File: src/rtl/assert_macros.svh
// Assertion macros used by the top-level RTL file of the datetime difference unit.
`ifndef ASSERT_MACROS_SVH
`define ASSERT_MACROS_SVH

// Check an implication on every rising clock edge outside reset.
`define ASSERT_CLK(label, prop, msg) \
  label: assert property (@(posedge clk_i) disable iff (!rst_ni) prop) else $error(msg);

// Check that a condition never holds on a rising clock edge outside reset.
`define ASSERT_NEVER(label, expr, msg) \
  label: assert property (@(posedge clk_i) disable iff (!rst_ni) !(expr)) else $error(msg);

`endif

File: src/rtl/rdds_pkg.sv
// Types, constants and calendar helpers of the datetime difference unit.
package rdds_pkg;

  localparam int YearW = 7;
  localparam int MonW  = 4;
  localparam int DayW  = 5;
  localparam int HourW = 5;
  localparam int MinW  = 6;
  localparam int SecW  = 6;
  localparam int OutW  = 32;

  // Signed day count, then signed second count, in the accumulator.
  localparam int DayAccW = 18;
  localparam int AccW    = 34;
  localparam int OpW     = 17;

  localparam int SecsPerDay  = 86400;
  localparam int SecsPerHour = 3600;
  localparam int SecsPerMin  = 60;
  localparam int YearDays    = 365;

  // Year offsets from 2000: whole years count from 2010, 2100 is not leap.
  localparam logic [YearW-1:0] CountFromYear = YearW'(10);
  localparam logic [YearW-1:0] CenturySkip   = YearW'(100);
  localparam logic [MonW-1:0]  MonthsPerYear = MonW'(12);

  typedef struct packed {
    logic [YearW-1:0] year;
    logic [MonW-1:0]  month;
    logic [DayW-1:0]  day;
    logic [HourW-1:0] hour;
    logic [MinW-1:0]  minute;
    logic [SecW-1:0]  sec;
  } stamp_t;

  typedef enum logic [3:0] {
    S_IDLE,
    S_INIT,
    S_YEAR,
    S_MON_L,
    S_MON_E,
    S_DAY_L,
    S_DAY_E,
    S_SCALE,
    S_HOUR_L,
    S_HOUR_E,
    S_MIN_L,
    S_MIN_E,
    S_SEC_L,
    S_SEC_E,
    S_DONE
  } state_e;

  typedef enum logic [2:0] {
    SEL_YEAR,
    SEL_MON,
    SEL_DAY,
    SEL_HOUR,
    SEL_MIN,
    SEL_SEC
  } sel_e;

  typedef struct packed {
    logic             clr;
    logic             en;
    logic             sub;
    logic             scale;
    logic             use_earlier;
    sel_e             sel;
    logic [YearW-1:0] year;
    logic [MonW-1:0]  mon_idx;
  } alu_ctrl_t;

  typedef struct packed {
    logic idle;
    logic done;
  } sts_t;

  // Gregorian rule over offsets 0..127: 2000 is leap, 2100 is not.
  function automatic logic leap_year(input logic [YearW-1:0] yoff);
    leap_year = (yoff[1:0] == 2'b00) && (yoff != CenturySkip);
  endfunction

  function automatic logic [4:0] month_days(input logic [MonW-1:0] idx, input logic leap);
    logic [4:0] len;
    unique case (idx)
      4'd0:    len = 5'd31;
      4'd1:    len = leap ? 5'd29 : 5'd28;
      4'd2:    len = 5'd31;
      4'd3:    len = 5'd30;
      4'd4:    len = 5'd31;
      4'd5:    len = 5'd30;
      4'd6:    len = 5'd31;
      4'd7:    len = 5'd31;
      4'd8:    len = 5'd30;
      4'd9:    len = 5'd31;
      4'd10:   len = 5'd30;
      4'd11:   len = 5'd31;
      default: len = 5'd0;
    endcase
    month_days = len;
  endfunction

endpackage

File: src/rtl/rtc_datetime_difference_seconds_unit.sv
// Top level of the RTC datetime difference unit: handshake, capture and result register.
// Computes the seconds from an earlier RTC timestamp to a later one (years as offsets from
// 2000, Gregorian leap years, whole years counted from 2010; years before 2010 contribute
// only their within-year seconds) and returns the difference, or 0 when the later stamp is
// not after the earlier one. One transaction is worked on at a time: in_ready_o is high only
// while the sequencer is idle. The sequencer walks the whole years between the two stamps
// (after clamping both to 2010, at most 117), then the months before each stamp's month (at
// most 12 each). The work runs through one shared accumulator, which takes one year or one
// month per cycle, then each remaining term in turn (days, the day-to-second scale, hours,
// minutes, seconds). A finished result waits in the output register; the sequencer only
// holds its final state when that register is still full, and returns to idle the cycle
// after it hands the result over.
`include "assert_macros.svh"

module rtc_datetime_difference_seconds_unit (
  input  logic                      clk_i,
  input  logic                      rst_ni,
  input  logic                      in_valid_i,
  output logic                      in_ready_o,
  input  logic [6:0]                later_year_i,
  input  logic [3:0]                later_month_i,
  input  logic [4:0]                later_day_i,
  input  logic [4:0]                later_hour_i,
  input  logic [5:0]                later_minute_i,
  input  logic [5:0]                later_sec_i,
  input  logic [6:0]                earlier_year_i,
  input  logic [3:0]                earlier_month_i,
  input  logic [4:0]                earlier_day_i,
  input  logic [4:0]                earlier_hour_i,
  input  logic [5:0]                earlier_minute_i,
  input  logic [5:0]                earlier_sec_i,
  output logic                      out_valid_o,
  input  logic                      out_ready_i,
  output logic [31:0]               diff_seconds_o
);
  import rdds_pkg::*;

  stamp_t          later_q, earlier_q;
  alu_ctrl_t       alu_ctrl;
  sts_t            sts;
  logic [OutW-1:0] result;
  logic [OutW-1:0] out_q;
  logic            out_valid_q, out_valid_d;
  logic            in_accept;
  logic            done_ack;

  assign in_ready_o = sts.idle;
  assign in_accept  = in_valid_i && in_ready_o;

  // Hand the result over once the output register is empty or being drained.
  assign done_ack = sts.done && (!out_valid_q || out_ready_i);

  // Hold both stamps for the whole transaction.
  always_ff @(posedge clk_i) begin
    if (in_accept) begin
      later_q   <= '{year: later_year_i, month: later_month_i, day: later_day_i,
                     hour: later_hour_i, minute: later_minute_i, sec: later_sec_i};
      earlier_q <= '{year: earlier_year_i, month: earlier_month_i, day: earlier_day_i,
                     hour: earlier_hour_i, minute: earlier_minute_i, sec: earlier_sec_i};
    end
  end

  rdds_ctrl u_ctrl (
    .clk_i      (clk_i),
    .rst_ni     (rst_ni),
    .start_i    (in_accept),
    .done_ack_i (done_ack),
    .later_i    (later_q),
    .earlier_i  (earlier_q),
    .ctrl_o     (alu_ctrl),
    .sts_o      (sts)
  );

  rdds_alu u_alu (
    .clk_i     (clk_i),
    .ctrl_i    (alu_ctrl),
    .later_i   (later_q),
    .earlier_i (earlier_q),
    .result_o  (result)
  );

  // Load on hand-over, drop when the consumer takes it.
  always_comb begin
    out_valid_d = out_valid_q;
    if (done_ack) begin
      out_valid_d = 1'b1;
    end else if (out_ready_i) begin
      out_valid_d = 1'b0;
    end
  end

  always_ff @(posedge clk_i or negedge rst_ni) begin
    if (!rst_ni) begin
      out_valid_q <= 1'b0;
    end else begin
      out_valid_q <= out_valid_d;
    end
  end

  always_ff @(posedge clk_i) begin
    if (done_ack) begin
      out_q <= result;
    end
  end

  assign out_valid_o    = out_valid_q;
  assign diff_seconds_o = out_q;

  `ASSERT_CLK(a_out_from_done, $rose(out_valid_q) |-> $past(sts.done), "result without finished work")
  `ASSERT_CLK(a_accept_starts, in_accept |=> !sts.idle, "accepted transaction not started")
  `ASSERT_NEVER(a_done_blocks_input, sts.done && in_ready_o, "input open while result pending")

endmodule

File: src/rtl/rdds_ctrl.sv
// Sequencer of the datetime difference unit: year walk, month walks, fixed steps.
module rdds_ctrl (
  input  logic                clk_i,
  input  logic                rst_ni,
  input  logic                start_i,
  input  logic                done_ack_i,
  input  rdds_pkg::stamp_t    later_i,
  input  rdds_pkg::stamp_t    earlier_i,
  output rdds_pkg::alu_ctrl_t ctrl_o,
  output rdds_pkg::sts_t      sts_o
);
  import rdds_pkg::*;

  state_e           state_q, state_d;
  logic [YearW-1:0] year_q, year_d;
  logic [MonW-1:0]  mon_q, mon_d;

  logic [YearW-1:0] clamp_l, clamp_e, year_lo, year_hi;
  logic             year_sub;
  logic [MonW-1:0]  walk_l, walk_e;

  function automatic logic [MonW-1:0] month_walk(input logic [MonW-1:0] m);
    logic [MonW-1:0] w;
    if (m == '0) begin
      w = '0;
    end else if (m > MonthsPerYear) begin
      w = MonthsPerYear;
    end else begin
      w = m - MonW'(1);
    end
    month_walk = w;
  endfunction

  // Years before the count start add no whole-year days.
  assign clamp_l  = (later_i.year < CountFromYear) ? CountFromYear : later_i.year;
  assign clamp_e  = (earlier_i.year < CountFromYear) ? CountFromYear : earlier_i.year;
  assign year_sub = clamp_l < clamp_e;
  assign year_lo  = year_sub ? clamp_l : clamp_e;
  assign year_hi  = year_sub ? clamp_e : clamp_l;
  assign walk_l   = month_walk(later_i.month);
  assign walk_e   = month_walk(earlier_i.month);

  always_comb begin
    state_d = state_q;
    unique case (state_q)
      S_IDLE:   if (start_i) state_d = S_INIT;
      S_INIT:   state_d = S_YEAR;
      S_YEAR:   if (year_q == year_hi) state_d = S_MON_L;
      S_MON_L:  if (mon_q == walk_l) state_d = S_MON_E;
      S_MON_E:  if (mon_q == walk_e) state_d = S_DAY_L;
      S_DAY_L:  state_d = S_DAY_E;
      S_DAY_E:  state_d = S_SCALE;
      S_SCALE:  state_d = S_HOUR_L;
      S_HOUR_L: state_d = S_HOUR_E;
      S_HOUR_E: state_d = S_MIN_L;
      S_MIN_L:  state_d = S_MIN_E;
      S_MIN_E:  state_d = S_SEC_L;
      S_SEC_L:  state_d = S_SEC_E;
      S_SEC_E:  state_d = S_DONE;
      S_DONE:   if (done_ack_i) state_d = S_IDLE;
      default:  state_d = S_IDLE;
    endcase
  end

  always_comb begin
    year_d             = year_q;
    mon_d              = mon_q;
    ctrl_o.clr         = 1'b0;
    ctrl_o.en          = 1'b0;
    ctrl_o.sub         = 1'b0;
    ctrl_o.scale       = 1'b0;
    ctrl_o.use_earlier = 1'b0;
    ctrl_o.sel         = SEL_YEAR;
    ctrl_o.year        = year_q;
    ctrl_o.mon_idx     = mon_q;
    sts_o.idle         = 1'b0;
    sts_o.done         = 1'b0;
    unique case (state_q)
      S_IDLE: sts_o.idle = 1'b1;
      S_INIT: begin
        ctrl_o.clr = 1'b1;
        year_d     = year_lo;
        mon_d      = '0;
      end
      S_YEAR: begin
        ctrl_o.sel = SEL_YEAR;
        ctrl_o.sub = year_sub;
        if (year_q != year_hi) begin
          ctrl_o.en = 1'b1;
          year_d    = year_q + YearW'(1);
        end
      end
      S_MON_L: begin
        ctrl_o.sel = SEL_MON;
        if (mon_q != walk_l) begin
          ctrl_o.en = 1'b1;
          mon_d     = mon_q + MonW'(1);
        end else begin
          mon_d = '0;
        end
      end
      S_MON_E: begin
        ctrl_o.sel         = SEL_MON;
        ctrl_o.use_earlier = 1'b1;
        ctrl_o.sub         = 1'b1;
        if (mon_q != walk_e) begin
          ctrl_o.en = 1'b1;
          mon_d     = mon_q + MonW'(1);
        end
      end
      S_DAY_L: begin
        ctrl_o.sel = SEL_DAY;
        ctrl_o.en  = 1'b1;
      end
      S_DAY_E: begin
        ctrl_o.sel         = SEL_DAY;
        ctrl_o.en          = 1'b1;
        ctrl_o.sub         = 1'b1;
        ctrl_o.use_earlier = 1'b1;
      end
      S_SCALE: ctrl_o.scale = 1'b1;
      S_HOUR_L: begin
        ctrl_o.sel = SEL_HOUR;
        ctrl_o.en  = 1'b1;
      end
      S_HOUR_E: begin
        ctrl_o.sel         = SEL_HOUR;
        ctrl_o.en          = 1'b1;
        ctrl_o.sub         = 1'b1;
        ctrl_o.use_earlier = 1'b1;
      end
      S_MIN_L: begin
        ctrl_o.sel = SEL_MIN;
        ctrl_o.en  = 1'b1;
      end
      S_MIN_E: begin
        ctrl_o.sel         = SEL_MIN;
        ctrl_o.en          = 1'b1;
        ctrl_o.sub         = 1'b1;
        ctrl_o.use_earlier = 1'b1;
      end
      S_SEC_L: begin
        ctrl_o.sel = SEL_SEC;
        ctrl_o.en  = 1'b1;
      end
      S_SEC_E: begin
        ctrl_o.sel         = SEL_SEC;
        ctrl_o.en          = 1'b1;
        ctrl_o.sub         = 1'b1;
        ctrl_o.use_earlier = 1'b1;
      end
      S_DONE: sts_o.done = 1'b1;
      default: sts_o.idle = 1'b0;
    endcase
  end

  always_ff @(posedge clk_i or negedge rst_ni) begin
    if (!rst_ni) begin
      state_q <= S_IDLE;
      year_q  <= '0;
      mon_q   <= '0;
    end else begin
      state_q <= state_d;
      year_q  <= year_d;
      mon_q   <= mon_d;
    end
  end

endmodule

File: src/rtl/rdds_alu.sv
// Shared add/subtract accumulator with operand select and day-to-second scaling.
module rdds_alu (
  input  logic                          clk_i,
  input  rdds_pkg::alu_ctrl_t           ctrl_i,
  input  rdds_pkg::stamp_t              later_i,
  input  rdds_pkg::stamp_t              earlier_i,
  output logic [rdds_pkg::OutW-1:0]     result_o
);
  import rdds_pkg::*;

  localparam logic signed [DayAccW-1:0] DaySecs = DayAccW'(SecsPerDay);

  logic [AccW-1:0]               acc_q, acc_d;
  logic [OpW-1:0]                operand;
  logic signed [2*DayAccW-1:0]   prod;
  stamp_t                        st;
  logic                          positive;

  assign st = ctrl_i.use_earlier ? earlier_i : later_i;

  always_comb begin
    case (ctrl_i.sel)
      SEL_YEAR: operand = leap_year(ctrl_i.year) ? OpW'(YearDays + 1) : OpW'(YearDays);
      SEL_MON:  operand = OpW'(month_days(ctrl_i.mon_idx, leap_year(st.year)));
      SEL_DAY:  operand = OpW'(st.day);
      SEL_HOUR: operand = OpW'(st.hour) * OpW'(SecsPerHour);
      SEL_MIN:  operand = OpW'(st.minute) * OpW'(SecsPerMin);
      SEL_SEC:  operand = OpW'(st.sec);
      default:  operand = '0;
    endcase
  end

  // Day count is small enough to sit in the low bits before scaling.
  assign prod = $signed(acc_q[DayAccW-1:0]) * DaySecs;

  always_comb begin
    acc_d = acc_q;
    if (ctrl_i.clr) begin
      acc_d = '0;
    end else if (ctrl_i.scale) begin
      acc_d = prod[AccW-1:0];
    end else if (ctrl_i.en) begin
      acc_d = ctrl_i.sub ? acc_q - AccW'(operand) : acc_q + AccW'(operand);
    end
  end

  always_ff @(posedge clk_i) begin
    acc_q <= acc_d;
  end

  assign positive = !acc_q[AccW-1] && (acc_q != '0);
  assign result_o = positive ? acc_q[OutW-1:0] : '0;

endmodule

File: config.mk
export PLATFORM = sky130hd
export DESIGN_NAME = rtc_datetime_difference_seconds_unit
export DESIGN_NICKNAME = d
export VERILOG_FILES = /design/src/rtl/rdds_pkg.sv /design/src/rtl/rtc_datetime_difference_seconds_unit.sv /design/src/rtl/rdds_ctrl.sv /design/src/rtl/rdds_alu.sv
export VERILOG_INCLUDE_DIRS = /design/src /design/src/rtl
export SDC_FILE = /design/constraint.sdc
export NUM_CORES = 1
export LEC_CHECK = 0
export BUFFER_PORTS_ARGS = -buffer_cell sky130_fd_sc_hd__buf_4
export CAP_MARGIN = 15
export CORE_ASPECT_RATIO = 0.7
export CORE_MARGIN = 2
export CORE_UTILIZATION = 35
export DETAILED_ROUTE_END_ITERATION = 12
export PLACE_DENSITY = 0.52
export SETUP_SLACK_MARGIN = 0.1
export SYNTH_ARGS = -nofsm -noshare
export SYNTH_HDL_FRONTEND = slang
export SYNTH_SLANG_ARGS = --single-unit
File: constraint.sdc
create_clock -name clk_i -period 13.7 [get_ports clk_i]
set_input_delay 2.74 -clock clk_i [delete_from_list [all_inputs] [get_ports clk_i]]
set_output_delay 2.74 -clock clk_i [all_outputs]
set_load 0.05 [all_outputs]
After elaboration in Yosys (flattened, before gate mapping)
Cells that the tools add are included.
Operators by class
  add/sub/neg operators: 6
  multiply operators: 3
  order comparisons: 5
  equality and inequality tests: 45
  muxes and demuxes: 40
  reductions and logical operators: 33
Operators with widths (count)
  34-bit 2-to-1 mux: 3
  17-bit case mux with 6 select lines: 1
  4-bit case mux with 15 select lines: 1
  4-bit equality test, second input constant: 11
  4-bit 2-to-1 mux: 11
  7-bit 2-to-1 mux: 5
  34-bit by 17-bit adder with 34-bit output: 1
  34-bit nonzero test: 1
  34-bit by 17-bit subtractor with 34-bit output: 1
  33-bit 2-to-1 mux: 1
  4-bit by 3-bit equality test with 1-bit output, second input constant: 8
  18-bit by 11-bit multiplier with 27-bit output, second input constant: 1
  4-bit by 2-bit equality test with 1-bit output, second input constant: 4
  4-bit zero test: 4
  3-bit case mux with 5 select lines: 1
  5-bit case mux with 3 select lines: 1
  7-bit by 4-bit < comparator with 1-bit output, second input constant: 2
  7-bit != test, second input constant: 2
  7-bit case mux with 2 select lines: 1
  5-bit by 8-bit multiplier with 13-bit output, second input constant: 1
  4-bit case mux with 3 select lines: 1
  2-bit OR reduction: 6
  1-bit 2-to-1 mux: 11
  6-bit by 4-bit multiplier with 10-bit output, second input constant: 1
  31 further kinds: 52
Word-level totals
  bits in registers: 148
  word-level logic and storage cells: 151

Logic depth before layout (Yosys ltp)
  depth after elaboration: 13
  mapped depth: 33
  gate-level depth less buffers: 30

Modules after synthesis
Synthesis repeated with hierarchy kept, for this count alone.
Second synthesis, totals
  cell total of the unflattened synthesis: 1470
  area total of the unflattened synthesis: 13788.2 um^2
Modules (own cells, without submodules)
  rdds_alu: times used 1, cells an instance 1113, area an instance 8934.8 um^2
  rtc_datetime_difference_seconds_unit: times used 1, cells an instance 103, area an instance 2992.9 um^2
  rdds_ctrl: times used 1, cells an instance 254, area an instance 1860.5 um^2

Worst setup path after synthesis
OpenSTA, ideal clock, no wires.
  path type: register -> register
  start: register u_ctrl.state_q[3]
  end: register u_alu.acc_q[33]
  data arrival time: 7405 ps
  slack: 6216 ps
  cell stages (with the launch flop): 33
  path buffers: 4
  clock period less this slack: 7484 ps
  cell sequence: dfrtp_1 > buf_2 > clkbuf_1 > a31oi_1 > clkbuf_1 > mux2i_1 > inv_1 > fa_1 > inv_1 > fa_1 > inv_1 > ha_1 > a21o_1 > a21oi_1 > or4b_2 > o21ai_0 > a211oi_1 > and4b_1 > or3b_1 > buf_2 > nor2_1 > ha_1 > mux2i_1 > ha_1 > and3_1 > nand2_1 > or3_1 > nand3_1 > a211oi_1 > o41ai_1 > xnor2_1 > o32a_1 > o211ai_1
Between the ends
  cells in the longest elaborated chain, start to end: 13
  elaborated cells between the ends (all ways): 47
  those cells by class: add/sub (2); mul (2); eq/ne (19); mux (13); reduce/logical (11)
RTL lines
  start: declaration: line rdds_ctrl.sv:14  | state_e state_q, state_d;
  start signal: assignment: line rdds_ctrl.sv:163  | state_q <= state_d;
  parallel branches: the longest is 13 deep, another holds 34-bit by 17-bit adder with 34-bit output
  end signal: assignment: line rdds_alu.sv:48  | acc_q <= acc_d;
  end: declaration: line rdds_alu.sv:13  | logic [AccW-1:0] acc_q, acc_d;
Parallel ways; which one is timed is not known. The select of a mux whose other input is x is not followed.
A chain may end at the register's enable or synchronous reset.

Worst setup path after layout
  start: register u_ctrl.state_q[1]
  end: register u_alu.acc_q[30]
The elaborated chain is that of the path after synthesis.

==> tab_implementation.tex <==
\begin{tabular}{lr}
\hline
Metric & Value \\
\hline
\multicolumn{2}{l}{\textbf{Status}} \\
\quad Result of the run & finished clean \\
\multicolumn{2}{l}{\textbf{Route}} \\
\quad Vias per cell & 5.22 \\
\quad Count of antenna-violating nets left after detailed routing & 0 \\
\quad Initial DRC Count & about 1.0k \\
\quad Drc violations & 0 \\
\quad Wire length after detailed routing & around 38,000 um \\
\quad Via count of the routed design & 11.1k \\
\quad Total iterations of the first detailed-routing run & 7 \\
\quad Avg WL per Cell & between 15 and 20 um \\
\multicolumn{2}{l}{\textbf{Clock tree}} \\
\quad Number of buffers added by the clock tree synthesis step & 17 \\
\quad Number of hold buffers added after cts & 0 \\
\quad Number of clock sinks & 148 \\
\quad Maximum level of the CTS H-tree & 4 \\
\quad Count of buffers added by post-CTS timing repair for setup & 0 \\
\quad PostCTS Resize Cnt & 0 \\
\quad Clock-pin slew reported for the worst setup and hold paths after clock tree synthesis & 0.07 ns \\
\quad Clock network latency to the later pin of the worst-skew pair & roughly 0.45 ns \\
\quad Clock Root Buffer & sky130\_fd\_sc\_hd\_\_clkbuf\_16 \\
\quad Clock buffer depth & 2 \\
\quad Clock tree from TritonCTS & built \\
\multicolumn{2}{l}{\textbf{Final layout}} \\
\quad Total area of multi-input combinational cells & around 8900 um\^{}2 \\
\quad Reg area & approximately 4000 um\^{}2 \\
\quad Count of filler cells inserted in the layout & approximately 3.9k \\
\quad Relative area change from synthesis to final layout & 13.5\% \\
\quad Fraction of the core area covered by cells at the end of the flow & 40.0\% \\
\quad Number of antenna diodes & 0 \\
\quad Count of nets after finishing & 1,893 \\
\quad Share of cells above drive strength 1 & between 10\% and 20\% \\
\multicolumn{2}{l}{\textbf{Logic synthesis}} \\
\quad Net count of the mapped netlist & between 1.5k and 2k \\
\quad Synth async-reset ratio & around 11\% \\
\quad Main synth FF type & sky130\_fd\_sc\_hd\_\_edfxtp\_1 \\
\quad Yosys reg bits & $\sim$150 \\
\quad Warnings from Yosys & 0 \\
\quad Synthesized cell area & between 10,000 and 15,000 um\^{}2 \\
\quad Sequential fraction of the synthesis area & about 29\% \\
\quad Mapped Avg Cell Area & a little over 9 um\^{}2 \\
\quad Cell taking the most area after synthesis & sky130\_fd\_sc\_hd\_\_edfxtp\_1 \\
\quad Gate count after technology mapping & 1,509 \\
\quad Synth top area cells & sky130\_fd\_sc\_hd\_\_edfxtp\_1 21\%, sky130\_fd\_sc\_hd\_\_ha\_1 16\%, sky130\_fd\_sc\_hd\_\_fa\_1 8.4\%, sky130\_fd\_sc\_hd\_\_inv\_1 5.3\%, sky130\_fd\_sc\_hd\_\_dfxtp\_1 4.9\% \\
\quad Proportion of netlist area held by the largest area contributor & about a fifth \\
\quad Synth unique cells & around 80 \\
\quad EDFF count, synth & 98 \\
\multicolumn{2}{l}{\textbf{Timing}} \\
\quad Final number of setup-violating endpoints & 0 \\
\quad Normalized max-slew margin & 23.0\% \\
\quad Worst Hold Slack & roughly 0.53 ns \\
\quad Worst slew pin tran & around 1.2 ns \\
\quad Sum of negative setup slack & 0 ns \\
\quad Highest clock frequency the design can meet & 0.104 GHz \\
\quad Unrepaired setup endpoints after global routing & false \\
\quad Final critical path time including I/O delays and setup & $\sim$9.6 ns \\
\quad Clock tree skew after final layout & 0.0151 ns \\
\quad Count of final hold-check violations & 0 \\
\quad Part of the cycle the worst path needs & roughly 70\% \\
\quad Count of final max-slew check failures & 0 \\
\multicolumn{2}{l}{\textbf{Floorplanning}} \\
\quad Initial cell density of the core & approximately a third \\
\quad Row cnt & 61 \\
\quad Die width & approximately 240 um \\
\quad IO Count & about 100 \\
\quad Die Outline Area & 41,400 um\^{}2 \\
\quad Chip height & approximately 170 um \\
\quad Core area & between 30,000 and 40,000 um\^{}2 \\
\multicolumn{2}{l}{\textbf{Placed design}} \\
\quad Number of I/O port buffers & roughly 100 \\
\quad Weighted congestion reported at the end of routability-driven placement & 0.891 \\
\quad Post-detail-place hpwl & 29,000 um \\
\multicolumn{2}{l}{\textbf{Setup path}} \\
\quad Critical path launch point type & flop \\
\quad WP data arrival & 9.94 ns \\
\quad Data required time of the worst path & 14.06 ns \\
\quad Worst Path Class, Setup & flop to flop \\
\quad Worst setup EP type & flop \\
\quad Maximum cell stage delay along the critical path & $\sim$0.94 ns \\
\quad Max stage delay cell, worst path & sky130\_fd\_sc\_hd\_\_dfrtp\_1 \\
\quad Maximum net fanout on the critical path & 30 \\
\multicolumn{2}{l}{\textbf{Job}} \\
\quad Max-cap violations & 0 \\
\multicolumn{2}{l}{\textbf{Global route}} \\
\quad Global route total overflow & 0 \\
\quad Maximum number of pins on one net before global-route repair & 67 \\
\quad Total routing resource utilization after global routing & a little under a fifth \\
\quad Antenna violations before repair & 0 \\
\quad Wire length of the first global-routing pass & about 60,000 um \\
\quad Vias in the first global route & 10.7k \\
\multicolumn{2}{l}{\textbf{Min path}} \\
\quad Worst Hold Class & flop to flop \\
\hline
\end{tabular}
Yosys cell counts (all sizes together), types with 19 or more instances:
master / instances
fa: 58
o21ai: 73
or3: 19
xnor2: 46
nand2: 100
ha: 179
edfxtp: 98
nor2: 69
clkbuf: 38
a21oi: 110
inv: 198
nor3: 20
nor2b: 28
and2: 33
dfxtp: 34
xor2: 28
nand3: 35
a22oi: 22
cell usage in the layout, fill, tap and decap left out, types with 18 or more instances in the layout:
| cell type | n |
|---|---|
| sky130_fd_sc_hd__or3_1 | 18 |
| sky130_fd_sc_hd__inv_1 | 198 |
| sky130_fd_sc_hd__a22oi_1 | 22 |
| sky130_fd_sc_hd__o21ai_0 | 67 |
| sky130_fd_sc_hd__fa_1 | 58 |
| sky130_fd_sc_hd__mux2i_1 | 18 |
| sky130_fd_sc_hd__a21o_1 | 18 |
| sky130_fd_sc_hd__nand3_1 | 35 |
| sky130_fd_sc_hd__ha_1 | 179 |
| sky130_fd_sc_hd__nand2_1 | 100 |
| sky130_fd_sc_hd__edfxtp_1 | 98 |
| sky130_fd_sc_hd__nor3_1 | 19 |
| sky130_fd_sc_hd__dfxtp_1 | 34 |
| sky130_fd_sc_hd__xor2_1 | 28 |
| sky130_fd_sc_hd__buf_4 | 114 |
| sky130_fd_sc_hd__a21oi_1 | 110 |
| sky130_fd_sc_hd__nor2_1 | 68 |
| sky130_fd_sc_hd__xnor2_1 | 46 |
| sky130_fd_sc_hd__nor2b_1 | 28 |
| sky130_fd_sc_hd__and2_1 | 33 |
cell type report:
type | count | area share (%)
multi-input combinational | 1107 | 56.4
sequential | 148 | 25.5
timing repair buffer | 114 | 5.43
inverter | 198 | 4.71
tap | 535 | 4.24
clock buffer | 18 | 2.72
clock inverter | 13 | 0.944
critical path: cells and delay by family, from the launching register on:
family,cells,cell delay [ns]
flip-flops,1,0.94
XOR/XNOR,1,0.15
buffers and inverters,3,0.27
adder cells (fa/ha/maj),5,1.84
multiplexers,2,0.68
AO/OA/AOI/OAI,11,3.49
AND/OR/NAND/NOR,8,2.12
routing by layer:
| layer | global-route usage [%] | routed length (um) |
|---|---|---|
| met5 | 0 | 0 |
| met3 | 3.58 | 1970 |
| met1 | 28.8 | 20100 |
| met4 | 3.54 | 286 |
| met2 | 26.5 | 15200 |
final timing paths:
check,startpoint,to,slack [ns],cells after the start
max in group asynchronous,rst_ni,u_ctrl.year_q[2],11.31,1
setup / recovery,u_ctrl.state_q[1],u_alu.acc_q[30],4.12,30
hold / removal,u_alu.acc_q[26],u_alu.acc_q[26],0.53,2
setup reg to reg,u_ctrl.state_q[1],u_alu.acc_q[30],4.12,30
min in group asynchronous,rst_ni,u_ctrl.state_q[3],2.16,1
hold reg to reg,u_alu.acc_q[26],u_alu.acc_q[26],0.53,2
through the flow:
step | instances | worst slack, ns | area [um^2]
floorplan | 1509 | 6.22 | 13900
global placement | 2101 | 4.70 | 15200
detailed placement | 2101 | 4.32 | 15200
CTS | 2132 | 4.22 | 15800
global route | 2133 | 3.33 | 15800
finish | 2133 | 4.12 | 15800
cells by family (layout without fill, tap and decap cells):
logic type,count (synthesis),in the layout,synth area share (%)
AO/OA/AOI/OAI,388,388,18.5
AND/OR/NAND/NOR,383,383,14.4
buffers and inverters,254,343,7.09
adder cells (fa/ha/maj),237,237,24.5
flip-flops,148,148,28.9
XOR/XNOR,74,74,4.66
multiplexers,25,25,1.86
flip-flops by register name, summed over array words and instances (netlist names):
name            count
u_alu.acc_q        34
earlier_q          33
later_q            33
diff_seconds_o     32
u_ctrl.year_q       7
u_ctrl.mon_q        4
u_ctrl.state_q      4
out_valid_o         1
Power is not shown: default switching activity piles up to over one toggle a cycle in this logic, so the estimate is an artifact.
